==> src/assert_macros.svh <==
// ---------------------------------------------------------------------------
// assert_macros.svh
// concurrent assertion helpers, compiled out for synthesis
// ---------------------------------------------------------------------------
`ifndef ASSERT_MACROS_SVH
`define ASSERT_MACROS_SVH

`ifndef SYNTHESIS
// property must hold at every clock edge outside reset
`define ASSERT_PROP(lbl, clk, rst, prop) \
   lbl: assert property (@(posedge clk) disable iff (rst) (prop)) \
      else $error("assertion failed");
// expression must never be true outside reset
`define ASSERT_NEVER(lbl, clk, rst, expr) \
   lbl: assert property (@(posedge clk) disable iff (rst) !(expr)) \
      else $error("forbidden condition seen");
`else
`define ASSERT_PROP(lbl, clk, rst, prop)
`define ASSERT_NEVER(lbl, clk, rst, expr)
`endif

`endif

==> src/bkat_pkg.sv <==
// ---------------------------------------------------------------------------
// bkat_pkg
// shared constants and types of the key allocator
// ---------------------------------------------------------------------------
package bkat_pkg;

   localparam int CAPACITY    = 256;
   localparam int WORD_BITS   = 64;
   localparam int HANDLE_BITS = 32;

   localparam int NUM_WORDS   = CAPACITY / WORD_BITS;
   localparam int KEY_BITS    = $clog2(CAPACITY);
   localparam int LIMIT_BITS  = $clog2(CAPACITY + 1);
   localparam int POS_BITS    = $clog2(WORD_BITS);
   localparam int WIDX_BITS   = KEY_BITS - POS_BITS;

   localparam int OP_BITS     = 2;
   localparam int STATUS_BITS = 2;

   localparam logic [OP_BITS-1:0] OP_RESERVE = 2'd0;
   localparam logic [OP_BITS-1:0] OP_DISPOSE = 2'd1;
   localparam logic [OP_BITS-1:0] OP_LOOK    = 2'd2;
   localparam logic [OP_BITS-1:0] OP_SET     = 2'd3;

   localparam logic [STATUS_BITS-1:0] ST_OK    = 2'd0;
   localparam logic [STATUS_BITS-1:0] ST_FULL  = 2'd1;
   localparam logic [STATUS_BITS-1:0] ST_RANGE = 2'd2;

   localparam logic [LIMIT_BITS-1:0] LIMIT_RESET = LIMIT_BITS'(CAPACITY);

   // result of searching one bitmap word
   typedef struct packed {
      logic                hit;
      logic [POS_BITS-1:0] pos;
   } scan_res_type;

endpackage

==> src/bkat_scan.sv <==
// ---------------------------------------------------------------------------
// bkat_scan
// finds the lowest free key of one bitmap word inside [hint, limit)
// ---------------------------------------------------------------------------
module bkat_scan (
   input  logic [bkat_pkg::WORD_BITS-1:0]  word,
   input  logic [bkat_pkg::WIDX_BITS-1:0]  widx,
   input  logic [bkat_pkg::LIMIT_BITS-1:0] hint,
   input  logic [bkat_pkg::LIMIT_BITS-1:0] limit,
   output bkat_pkg::scan_res_type          res
);

   logic [bkat_pkg::WORD_BITS-1:0] cand;

   always_comb begin
      logic [bkat_pkg::LIMIT_BITS-1:0] k;
      for (int i = 0; i < bkat_pkg::WORD_BITS; i++) begin
         k = bkat_pkg::LIMIT_BITS'({widx, bkat_pkg::POS_BITS'(i)});
         cand[i] = !word[i] && (k >= hint) && (k < limit);
      end
   end

   // lowest set candidate wins
   always_comb begin
      res.hit = |cand;
      res.pos = '0;
      for (int i = bkat_pkg::WORD_BITS - 1; i >= 0; i--) begin
         if (cand[i]) begin
            res.pos = bkat_pkg::POS_BITS'(i);
         end
      end
   end

endmodule
==> config.mk <==
export PLATFORM = sky130hd
export DESIGN_NAME = bkat_scan
export DESIGN_NICKNAME = d
export VERILOG_FILES = /design/src/assert_macros.svh /design/src/bkat_pkg.sv /design/src/bkat_scan.sv
export SDC_FILE = /design/constraint.sdc
export NUM_CORES = 1
export LEC_CHECK = 0
export ABC_AREA = 1
export BUFFER_PORTS_ARGS = -buffer_cell sky130_fd_sc_hd__buf_2
export CAP_MARGIN = 20
export CORE_ASPECT_RATIO = 1.75
export CORE_UTILIZATION = 59
export DETAILED_ROUTE_END_ITERATION = 6
export GPL_TIMING_DRIVEN = 0
export MAX_ROUTING_LAYER = met4
export PLACE_DENSITY = 0.89
export SLEW_MARGIN = 20
export SYNTH_ARGS = -nofsm -noshare
export SYNTH_HDL_FRONTEND = slang
export SYNTH_SLANG_ARGS = --single-unit
export TNS_END_PERCENT = 20
==> constraint.sdc <==
create_clock -name vclk -period 16.35
set_clock_uncertainty 0.05 [all_clocks]
set_input_delay 4.0875 -clock vclk [all_inputs]
set_output_delay 4.0875 -clock vclk [all_outputs]
set_load 0.03 [all_outputs]
==> impl_table.tex, run 1 <==
\begin{tabular}{lr}
\hline
Metric & Value \\
\hline
\multicolumn{2}{l}{\textbf{Finish}} \\
\quad Layout overhead on the synthesized area & 17.7\% \\
\quad Register area & 0 um\^{}2 \\
\quad Number of antenna diodes & 0 \\
\quad Layout Nets & between 700 and 800 \\
\quad FILL cells & 511 \\
\quad Layout sequential cell count & 0 \\
\quad Post-layout util & 71.9\% \\
\quad Fraction of final layout cells with drive strength greater than 1 & 17.5\% \\
\quad Clock Buffer Count & 0 \\
\multicolumn{2}{l}{\textbf{Global routing}} \\
\quad Wire length of the first global-routing pass & 19.3 mm \\
\quad Maximum number of pins on one net before global-route repair & 11 \\
\quad Overflow left after global routing & 0 \\
\quad GRT Overall Usage & 53.8\% \\
\quad Vias in the first global route & about 4200 \\
\quad Number of antenna violations at the first check in global routing & 0 \\
\multicolumn{2}{l}{\textbf{Power}} \\
\quad Reported leakage power & roughly 1.9 nW \\
\quad Comb power frac & 100.0\% \\
\quad Net switching power & 0.0000959 W \\
\quad Design internal power & 0.0000462 W \\
\quad Maximum VDD drop & 0.0321 mV \\
\quad Power per cell area & 42.7 nW/um\^{}2 \\
\quad Switching portion of total power & between 60 and 70\% \\
\quad Part of the power in registers & 0\% \\
\quad Clock network fraction of design power & 0\% \\
\multicolumn{2}{l}{\textbf{Route}} \\
\quad DRC violation total after the first TritonRoute iteration & 309 \\
\quad Wire length per cell after detailed routing & 16.3 um \\
\quad TritonRoute pass-1 iters & 5 \\
\quad Number of remaining DRC errors & 0 \\
\quad Antenna viol nets, final & 0 \\
\quad Detailed-route wire length & 12.2 mm \\
\quad Number of vias in the routed layout & approximately 4400 \\
\quad Per-cell via count in the routed design & 5.89 \\
\multicolumn{2}{l}{\textbf{Clock tree}} \\
\quad Setup Buffers After CTS & 0 \\
\quad \# hold bufs at CTS & 0 \\
\quad Number of instances resized during post-cts repair & 0 \\
\multicolumn{2}{l}{\textbf{Synthesis}} \\
\quad Yosys synthesis warning count & 0 \\
\quad Top-area cell type share of the netlist area & a little over a fifth \\
\quad Number of nets produced by synthesis & 704 \\
\quad Unique cell type count in the Yosys netlist & 37 \\
\quad Mean instance size in the synthesized netlist & 4.60 um\^{}2 \\
\quad Leading cell types by total area after synthesis & nand2\_1 21\%, inv\_1 16\%, nor2\_1 13\% \\
\quad Post-synth design cell area & 2830 um\^{}2 \\
\quad Cell taking the most area after synthesis & nand2\_1 \\
\quad Sequential share of the synthesized area & 0\% \\
\quad Gate count of the mapped netlist & 614 \\
\multicolumn{2}{l}{\textbf{Timing}} \\
\quad Final min period & 13.19 ns \\
\quad Final number of setup-violating endpoints & 0 \\
\quad Final period utilization & 80.7\% \\
\quad Setup Total Neg Slack & 0 ns \\
\quad RSZ-0062 raised after global routing & false \\
\quad Tightest Pin Transition & 0.800 ns \\
\quad Final hold violation count & 0 \\
\quad Final-report max-slew violation count & 0 \\
\quad Timing-limited maximum frequency & $\sim$76 MHz \\
\quad Headroom to the max-slew limit & 45.3\% \\
\multicolumn{2}{l}{\textbf{Outcome}} \\
\quad Result of the run & finished, final reports clean \\
\multicolumn{2}{l}{\textbf{Placement}} \\
\quad Port Buffers & slightly below 90 \\
\quad Routability congestion estimate & 1.13 \\
\quad Post-detail-place hpwl & 9.96 mm \\
\multicolumn{2}{l}{\textbf{Min path}} \\
\quad WHS Path Cells & 5 \\
\quad Worst hold start & word[1] \\
\quad Class of the tightest hold or removal check & in -> out \\
\quad Min-Delay Endpoint & res[0] \\
\multicolumn{2}{l}{\textbf{Run}} \\
\quad Max capacitance violation total & 0 \\
\multicolumn{2}{l}{\textbf{Worst setup path}} \\
\quad Category of cells accounting for the largest share of critical-path delay & simple AND/OR/NAND/NOR gates \\
\quad Crit path max-delay cell type & a21oi\_1 \\
\quad Worst EP required & 12.21 ns \\
\quad Critical path fanouts, max & 10 \\
\quad Critical Path Most Common Cell & nand2\_1 \\
\quad Category of the worst setup path launch point & primary input \\
\quad Worst setup path start & widx[0] \\
\quad Number of buffers and inverters on the critical path & 6 \\
\quad CP Data Arrival Time & 9.05 ns \\
\quad Crit end category & primary output \\
\quad Maximum single-stage delay on the critical path & 0.45 ns \\
\quad Critical path type & in -> out \\
\multicolumn{2}{l}{\textbf{Floorplan}} \\
\quad Die outline area & a little over 5000 um\^{}2 \\
\quad Die width & 54.3 um \\
\quad Die height & 93.5 um \\
\quad Starting density of the core & 61.1\% \\
\quad Core footprint & 4620 um\^{}2 \\
\quad Placement row count & 33 \\
\quad Io pins & 91 \\
\hline
\end{tabular}
[synth_stat cells, types with 2 or more instances]
master     count
o21ai_0       34
ha_1           6
nor4_1         6
nand2_1      157
nor3_1        35
nand2_2        7
nand3_1       12
a21oi_2        4
nand3_2        2
o31ai_1        3
a21boi_0       9
nor2_2         4
a2111oi_0      4
inv_1        119
nand2_4        2
buf_2          3
o21ai_1        2
o311ai_0       2
inv_2          5
buf_4          2
clkbuf_1       3
nor2_1        97
o211ai_1       3
a31oi_1        4
a21oi_1       70
nand4_1        5
nor2_4         2
and3_1         3
[cell usage in the layout (no fill, tap or decap), types with 2 or more instances in the layout]
cell,n
nor2_2,4
nor4_1,6
a2111oi_0,4
o21ai_0,34
ha_1,6
o211ai_1,3
clkbuf_1,3
nand3_1,12
nor3_1,35
nand3_2,2
nand2_2,7
o311ai_0,2
o21ai_1,2
and3_1,3
a21oi_1,70
a21boi_0,9
nand2_1,157
nand2_4,2
nand4_1,5
inv_1,119
inv_2,5
o31ai_1,3
buf_4,2
a21oi_2,4
nor2_1,97
nor2_4,2
a31oi_1,4
buf_2,90
[power by group through the flow]
stage,Combinational [W],Clock (W),Sequential (W)
6_report,0.000142,0,0
2_1_floorplan,0.0000947,0,0
3_5_place_dp,0.000135,0,0
4_1_cts,0.000136,0,0
3_3_place_gp,0.000133,0,0
5_1_grt,0.000161,0,0
[worst max path at each step]
stage,depth (start not counted),to
after floorplan,69,res[0]
after global placement,60,res[0]
after detailed placement,69,res[0]
after CTS,69,res[0]
after global routing,63,res[0]
final,58,res[0]
[area by class of cell]
cell class,count,area [um^2],share of cell area (%)
plain buffers,10,57.6,1.73
repair buffers,87,435,13.1
multi-input cells,479,2290,69.0
inverters,125,474,14.3
well taps,52,65.1,1.96
[layer usage]
layer  track usage (%)  wire [um]  vias up
li1                  -          -     2142
met1              51.8       3990     1892
met2              79.5       5640      292
met3              20.5       1240      112
met4              47.6       1380        0
met5                 -          0        -
[stage by stage]
step	power, W	cell area [um^2]	hold WS (ns)	setup WS, ns	instances
after detailed placement	0.000135	3330	8.53	3.40	753
after CTS	0.000136	3330	8.53	3.38	753
after global routing	0.000161	3330	8.59	2.35	753
final	0.000142	3330	8.52	3.16	753
after global placement	0.000133	3330	8.52	3.48	753
after floorplan	0.0000947	2830	8.33	4.24	614
[logic make-up (layout without fill, tap and decap cells)]
logic type,after synthesis,after routing,synth area share (%)
simple gates,337,337,51.5
compound gates,136,136,27.0
buf+inv,135,222,18.8
fa+ha+maj,6,6,2.66
Note: power is estimated with default switching activity, not from simulation.
==> run 2, diff against run 1 <==
--- a/config.mk
+++ b/config.mk
@@ -5,15 +5,15 @@
 export SDC_FILE = /design/constraint.sdc
 export NUM_CORES = 1
 export LEC_CHECK = 0
-export ABC_AREA = 1
+export ABC_AREA = 0
 export BUFFER_PORTS_ARGS = -buffer_cell sky130_fd_sc_hd__buf_2
 export CAP_MARGIN = 20
 export CORE_ASPECT_RATIO = 1.75
-export CORE_UTILIZATION = 59
+export CORE_UTILIZATION = 51
 export DETAILED_ROUTE_END_ITERATION = 6
 export GPL_TIMING_DRIVEN = 0
 export MAX_ROUTING_LAYER = met4
-export PLACE_DENSITY = 0.89
+export PLACE_DENSITY = 0.79
 export SLEW_MARGIN = 20
 export SYNTH_ARGS = -nofsm -noshare
 export SYNTH_HDL_FRONTEND = slang
==> constraint.sdc (replaced) <==
create_clock -name vclk -period 10.95
set_clock_uncertainty 0.05 [all_clocks]
set_input_delay 2.7375 -clock vclk [all_inputs]
set_output_delay 2.7375 -clock vclk [all_outputs]
set_load 0.03 [all_outputs]
==> impl_table.tex, run 2 <==
\begin{tabular}{lr}
\hline
Metric & Value \\
\hline
\multicolumn{2}{l}{\textbf{Finish}} \\
\quad Number of antenna diodes & 0 (unchanged) \\
\quad Finished layout cell area & 3820 um\^{}2 (was 3330 um\^{}2) \\
\quad Layout sequential cell count & 0 (unchanged) \\
\quad Register area & 0 um\^{}2 (unchanged) \\
\quad Post-layout util & 61.9\% (was 71.9\%) \\
\quad Layout Nets & 705 (was 793) \\
\quad Layout overhead on the synthesized area & 16.7\% (was 17.7\%) \\
\quad Clock Buffer Count & 0 (unchanged) \\
\quad Top library cells by usage in the layout, fill and taps aside & 112 x buf\_2, 58 x nand2\_1, 55 x a21oi\_1, 43 x nor2\_1, 27 x o21ai\_0 (was 157 x nand2\_1, 119 x inv\_1, 97 x nor2\_1, 90 x buf\_2, 70 x a21oi\_1) \\
\quad Fraction of final layout cells with drive strength greater than 1 & 24.3\% (was 17.5\%) \\
\quad Most frequent standard cell in the layout excluding fill and tap cells & buf\_2 (was nand2\_1) \\
\multicolumn{2}{l}{\textbf{Worst setup path}} \\
\quad Worst EP required & 8.16 ns (was 12.21 ns) \\
\quad Critical path type & in -> out (unchanged) \\
\quad CP Data Arrival Time & 6.26 ns (was 9.05 ns) \\
\quad Critical path fanouts, max & 10 (unchanged) \\
\quad Crit end category & primary output (unchanged) \\
\quad Category of the worst setup path launch point & primary input (unchanged) \\
\multicolumn{2}{l}{\textbf{Synthesis}} \\
\quad Leading cell types by total area after synthesis & a21oi\_1 8.4\%, nand2\_1 6.6\%, a2111o\_1 5.5\% (was nand2\_1 21\%, inv\_1 16\%, nor2\_1 13\%) \\
\quad Sequential share of the synthesized area & 0\% (unchanged) \\
\quad Yosys synthesis warning count & 0 (unchanged) \\
\quad Gate count of the mapped netlist & 525 (was 614) \\
\quad Cell taking the most area after synthesis & a21oi\_1 (was nand2\_1) \\
\quad Most numerous cell types in the synthesized netlist & 58 x nand2\_1, 55 x a21oi\_1, 43 x nor2\_1, 27 x o21ai\_0, 26 x nand3\_1 (was 157 x nand2\_1, 119 x inv\_1, 97 x nor2\_1, 70 x a21oi\_1, 35 x nor3\_1) \\
\quad Number of nets produced by synthesis & 615 (was 704) \\
\quad Post-synth design cell area & 3280 um\^{}2 (was 2830 um\^{}2) \\
\quad Unique cell type count in the Yosys netlist & 72 (was 37) \\
\quad Top-area cell type share of the netlist area & 8.40\% (was 20.9\%) \\
\quad Mean instance size in the synthesized netlist & 6.24 um\^{}2 (was 4.60 um\^{}2) \\
\quad Most frequently used cell type in the post-synthesis netlist & nand2\_1 (unchanged) \\
\multicolumn{2}{l}{\textbf{Global routing}} \\
\quad Number of antenna violations at the first check in global routing & 0 (unchanged) \\
\quad Vias in the first global route & 4857 (was 4175) \\
\quad Maximum number of pins on one net before global-route repair & 11 (unchanged) \\
\quad Overflow left after global routing & 0 (unchanged) \\
\quad Wire length of the first global-routing pass & 25.2 mm (was 19.3 mm) \\
\quad GRT Overall Usage & 49.8\% (was 53.8\%) \\
\multicolumn{2}{l}{\textbf{Route}} \\
\quad TritonRoute pass-1 iters & 6 (was 5) \\
\quad Antenna viol nets, final & 0 (unchanged) \\
\quad Detailed-route wire length & 16.4 mm (was 12.2 mm) \\
\quad DRC violation total after the first TritonRoute iteration & 617 (was 309) \\
\quad Per-cell via count in the routed design & 7.29 (was 5.89) \\
\quad Wire length per cell after detailed routing & 23.7 um (was 16.3 um) \\
\quad Number of remaining DRC errors & 0 (unchanged) \\
\quad Number of vias in the routed layout & 5052 (was 4438) \\
\multicolumn{2}{l}{\textbf{Placement}} \\
\quad Routability congestion estimate & 1.12 (was 1.13) \\
\quad Post-detail-place hpwl & 13.4 mm (was 9.96 mm) \\
\quad Port Buffers & 87 (unchanged) \\
\quad Area of placed instances & 3820 um\^{}2 (was 3330 um\^{}2) \\
\multicolumn{2}{l}{\textbf{Floorplan}} \\
\quad Die height & 108 um (was 93.5 um) \\
\quad Starting density of the core & 53.0\% (was 61.1\%) \\
\quad Die outline area & 6760 um\^{}2 (was 5080 um\^{}2) \\
\quad Die width & 62.6 um (was 54.3 um) \\
\quad Placement row count & 38 (was 33) \\
\quad Io pins & 91 (unchanged) \\
\quad Core footprint & 6180 um\^{}2 (was 4620 um\^{}2) \\
\multicolumn{2}{l}{\textbf{Power}} \\
\quad Power per cell area & 59.5 nW/um\^{}2 (was 42.7 nW/um\^{}2) \\
\quad Reported leakage power & 1.56 nW (was 1.90 nW) \\
\quad Maximum VDD drop & 0.0633 mV (was 0.0321 mV) \\
\quad Total power of the final layout & 0.000228 W (was 0.000142 W) \\
\multicolumn{2}{l}{\textbf{Timing}} \\
\quad Final number of setup-violating endpoints & 0 (unchanged) \\
\quad RSZ-0062 raised after global routing & false (unchanged) \\
\quad Timing-limited maximum frequency & between 100 and 150 MHz \\
\quad Headroom to the max-slew limit & 29.0\% (was 45.3\%) \\
\quad Setup Total Neg Slack & 0 ns (unchanged) \\
\quad Final hold violation count & 0 (unchanged) \\
\quad Final min period & 9.05 ns \\
\quad Final-report max-slew violation count & 0 (unchanged) \\
\quad Tightest Pin Transition & 1.06 ns (was 0.800 ns) \\
\quad Final period utilization & 82.6\% \\
\multicolumn{2}{l}{\textbf{Outcome}} \\
\quad Result of the run & finished, final reports clean (unchanged) \\
\multicolumn{2}{l}{\textbf{Run}} \\
\quad Max capacitance violation total & 0 (unchanged) \\
\multicolumn{2}{l}{\textbf{Min path}} \\
\quad Class of the tightest hold or removal check & in -> out (unchanged) \\
\quad WHS Path Cells & 4 (was 5) \\
\quad Min-Delay Endpoint & res[1] (was res[0]) \\
\quad Worst hold start & word[1] (unchanged) \\
\multicolumn{2}{l}{\textbf{Clock tree}} \\
\quad \# hold bufs at CTS & 0 (unchanged) \\
\quad Setup Buffers After CTS & 0 (unchanged) \\
\quad Number of instances resized during post-cts repair & 0 (unchanged) \\
\hline
\end{tabular}
## run 2: cell types whose count changed after synthesis, moves of 15 or more
cell      previous run  this run
buf_2                3        25
nor3_1              35        15
a21oi_1             70        55
inv_1              119        15
a2111o_1             0        16
nand2_1            157        58
nor2_1              97        43
## run 2: cell type report
type / instances / area [um^2]
Fill cell: 662 / 2360
Tap cell: 80 / 100
Multi-Input combinational cell: 462 / 2970
Inverter: 16 / 60.1
Buffer: 47 / 253
Timing Repair Buffer: 88 / 445
## run 2: stage by stage
step | hold slack [ns] | setup slack, ns | cells
final | 6.12 | 1.90 | 693
after global routing | 6.19 | 1.74 | 693
after CTS | 6.13 | 2.08 | 693
after detailed placement | 6.12 | 2.13 | 693
after global placement | 6.12 | 1.96 | 692
after floorplan | 5.91 | 2.65 | 525
## run 2: report_power, final
part | leakage (nW) | total (W) | internal, W | switching (W)
Sequential | 0 | 0 | 0 | 0
Combinational | 1.56 | 0.000228 | 0.0000801 | 0.000147
Clock | 0 | 0 | 0 | 0
## run 2: kinds of logic after synthesis
| family | Yosys count | share of synthesized area (%) |
|---|---|---|
| fa+ha+maj | 6 | 2.29 |
| compound gates | 234 | 53.2 |
| buf+inv | 63 | 9.55 |
| simple gates | 222 | 35.0 |
## run 2: layer usage
layer  vias up  GRT usage (%)  share of wire (%)
li1       2250              -                  -
met1      2237           48.1                 33
met2       417           83.2                 46
met3       148           6.96                8.6
met4         0           50.3                 13
met5         -              -                  0
## run 2: worst max-delay path, stage by stage
cell and delay [ns]:
buf_2 0.11, inv_1 0.06, ha_1 0.37, and3b_1 0.20
buf_4 0.16, buf_6 0.15, nand3_1 0.10, a2111oi_1 0.86
nor2_1 0.17, a311oi_1 0.46, o21ai_1 0.24, a2111oi_2 0.38
buf_2 0.25
## run 2: how the worst max path moves through the flow
stage,start,to,cells after the start
after floorplan,limit[7],res[1],12
after global placement,hint[0],res[1],12
after detailed placement,widx[0],res[1],13
after CTS,widx[0],res[1],13
after global routing,widx[0],res[1],13
final,widx[0],res[1],13
==> run 3, diff against run 2 <==
--- a/config.mk
+++ b/config.mk
@@ -9,11 +9,11 @@
 export BUFFER_PORTS_ARGS = -buffer_cell sky130_fd_sc_hd__buf_2
 export CAP_MARGIN = 20
 export CORE_ASPECT_RATIO = 1.75
-export CORE_UTILIZATION = 51
+export CORE_UTILIZATION = 56
 export DETAILED_ROUTE_END_ITERATION = 6
 export GPL_TIMING_DRIVEN = 0
 export MAX_ROUTING_LAYER = met4
-export PLACE_DENSITY = 0.79
+export PLACE_DENSITY = 0.83
 export SLEW_MARGIN = 20
 export SYNTH_ARGS = -nofsm -noshare
 export SYNTH_HDL_FRONTEND = slang
==> constraint.sdc (replaced) <==
create_clock -name vclk -period 9.4
set_clock_uncertainty 0.05 [all_clocks]
set_input_delay 2.35 -clock vclk [all_inputs]
set_output_delay 2.35 -clock vclk [all_outputs]
set_load 0.03 [all_outputs]
==> impl_table.tex, run 3 (synthesis gave the netlist of run 2 again) <==
\begin{tabular}{lr}
\hline
Metric & Value \\
\hline
\multicolumn{2}{l}{\textbf{Timing}} \\
\quad Timing-limited maximum frequency & 119 MHz \\
\quad Final period utilization & 89.6\% \\
\quad RSZ-0062 raised after global routing & false (unchanged) \\
\quad Final number of setup-violating endpoints & 0 (unchanged) \\
\quad Setup Total Neg Slack & 0 ns (unchanged) \\
\quad Smallest hold slack & 5.33 ns (was 6.12 ns) \\
\quad Final min period & between 8 and 9 ns \\
\quad Final-report max-slew violation count & 0 (unchanged) \\
\quad Tightest Pin Transition & 1.21 ns (was 1.06 ns) \\
\quad Final Worst Setup Slack & 0.976 ns (was 1.90 ns) \\
\quad Final hold violation count & 0 (unchanged) \\
\quad Headroom to the max-slew limit & 17.3\% (was 29.0\%) \\
\multicolumn{2}{l}{\textbf{Placement}} \\
\quad Minimum setup slack after placement & 1.22 ns (was 2.13 ns) \\
\quad Routability congestion estimate & 1.17 (was 1.12) \\
\quad Port Buffers & 87 (unchanged) \\
\quad Post-detail-place hpwl & 12.8 mm (was 13.4 mm) \\
\multicolumn{2}{l}{\textbf{Power}} \\
\quad Maximum VDD drop & 0.0626 mV (was 0.0633 mV) \\
\quad Power per cell area & 69.2 nW/um\^{}2 (was 59.5 nW/um\^{}2) \\
\quad Total power of the final layout & 0.000264 W (was 0.000228 W) \\
\quad Reported leakage power & 1.56 nW (about the same) \\
\multicolumn{2}{l}{\textbf{Clock tree}} \\
\quad Setup Buffers After CTS & 0 (unchanged) \\
\quad \# hold bufs at CTS & 0 (unchanged) \\
\quad Number of instances resized during post-cts repair & 0 (unchanged) \\
\multicolumn{2}{l}{\textbf{Global routing}} \\
\quad Wire length of the first global-routing pass & 24.8 mm (was 25.2 mm) \\
\quad Overflow left after global routing & 0 (unchanged) \\
\quad Vias in the first global route & 4813 (was 4857) \\
\quad Number of antenna violations at the first check in global routing & 0 (unchanged) \\
\quad GRT Overall Usage & 55.2\% (was 49.8\%) \\
\quad Maximum number of pins on one net before global-route repair & 11 (unchanged) \\
\multicolumn{2}{l}{\textbf{Route}} \\
\quad Number of vias in the routed layout & 5118 (was 5052) \\
\quad Wire length per cell after detailed routing & 23.1 um (was 23.7 um) \\
\quad Number of remaining DRC errors & 2 (was 0) \\
\quad Per-cell via count in the routed design & 7.44 (was 7.29) \\
\quad Detailed-route wire length & 15.9 mm (was 16.4 mm) \\
\quad Antenna viol nets, final & 0 (unchanged) \\
\quad DRC violation total after the first TritonRoute iteration & 686 (was 617) \\
\quad TritonRoute pass-1 iters & 7 (was 6) \\
\multicolumn{2}{l}{\textbf{Finish}} \\
\quad Layout Nets & 704 (was 705) \\
\quad Number of antenna diodes & 0 (unchanged) \\
\quad Layout sequential cell count & 0 (unchanged) \\
\quad Fraction of final layout cells with drive strength greater than 1 & 24.2\% (was 24.3\%) \\
\quad Register area & 0 um\^{}2 (unchanged) \\
\quad Top library cells by usage in the layout, fill and taps aside & 112 x buf\_2, 58 x nand2\_1, 55 x a21oi\_1, 43 x nor2\_1, 27 x o21ai\_0 (unchanged) \\
\quad Layout overhead on the synthesized area & 16.3\% (was 16.7\%) \\
\quad Clock Buffer Count & 0 (unchanged) \\
\quad Most frequent standard cell in the layout excluding fill and tap cells & buf\_2 (unchanged) \\
\multicolumn{2}{l}{\textbf{Floorplan}} \\
\quad Die outline area & 6170 um\^{}2 (was 6760 um\^{}2) \\
\quad Io pins & 91 (unchanged) \\
\quad Starting density of the core & 58.6\% (was 53.0\%) \\
\quad Die height & 103 um (was 108 um) \\
\quad Die width & 59.8 um (was 62.6 um) \\
\quad Core footprint & 5590 um\^{}2 (was 6180 um\^{}2) \\
\quad Placement row count & 36 (was 38) \\
\multicolumn{2}{l}{\textbf{Worst setup path}} \\
\quad Critical path type & in -> out (unchanged) \\
\quad Critical path fanouts, max & 10 (unchanged) \\
\quad Crit end category & primary output (unchanged) \\
\quad CP Data Arrival Time & 6.02 ns (was 6.26 ns) \\
\quad Category of the worst setup path launch point & primary input (unchanged) \\
\quad Worst EP required & 7.00 ns (was 8.16 ns) \\
\multicolumn{2}{l}{\textbf{Run}} \\
\quad Max capacitance violation total & 0 (unchanged) \\
\multicolumn{2}{l}{\textbf{Min path}} \\
\quad Class of the tightest hold or removal check & in -> out (unchanged) \\
\multicolumn{2}{l}{\textbf{Outcome}} \\
\quad Failing checks & DRC \\
\quad Result of the run & complete, but fails checks (was finished, final reports clean) \\
\hline
\end{tabular}
## run 3: worst max-delay path, stage by stage
cell	delay, ns
buf_2	0.11
inv_1	0.06
ha_1	0.40
nand2b_1	0.10
a211o_1	0.39
buf_2	0.26
a2111oi_0	0.77
nor2_1	0.18
a311oi_1	0.51
o21ai_1	0.24
a2111oi_2	0.38
buf_2	0.25
## run 3: metrics by stage
stage                     cells  cell area, um^2  util (%)
after floorplan             525             3280         -
after global placement      688             3810      68.1
after CTS                   688             3810      68.2
after detailed placement    688             3810      68.2
final                       688             3810      68.2
after global routing        688             3810      68.2
## run 3: final cells by class
| class | instances | area [um^2] |
|---|---|---|
| inverters | 16 | 60.1 |
| repair buffers | 87 | 435 |
| well taps | 76 | 95.1 |
| multi-input cells | 462 | 2970 |
| plain buffers | 47 | 253 |
| fillers | 566 | 1780 |
## run 3: path summary, 6_finish.rpt
check | startpoint | endpoint | slack (ns) | cells after the start
worst max-delay path | widx[0] | res[1] | 0.98 | 12
worst min-delay path | word[1] | res[1] | 5.33 | 4
## run 3: routing by layer
layer | GRT usage (%) | up-vias | share of wire [%]
met5 | - | - | 0
met4 | 48.1 | 0 | 11
met3 | 16.5 | 148 | 11
met2 | 85.1 | 472 | 45
met1 | 55.2 | 2252 | 33
li1 | - | 2246 | -
## run 3: where the power goes
part	switching (W)	total, W	internal [W]
clock network	0	0	0
registers	0	0	0
logic	0.000170	0.000264	0.0000931
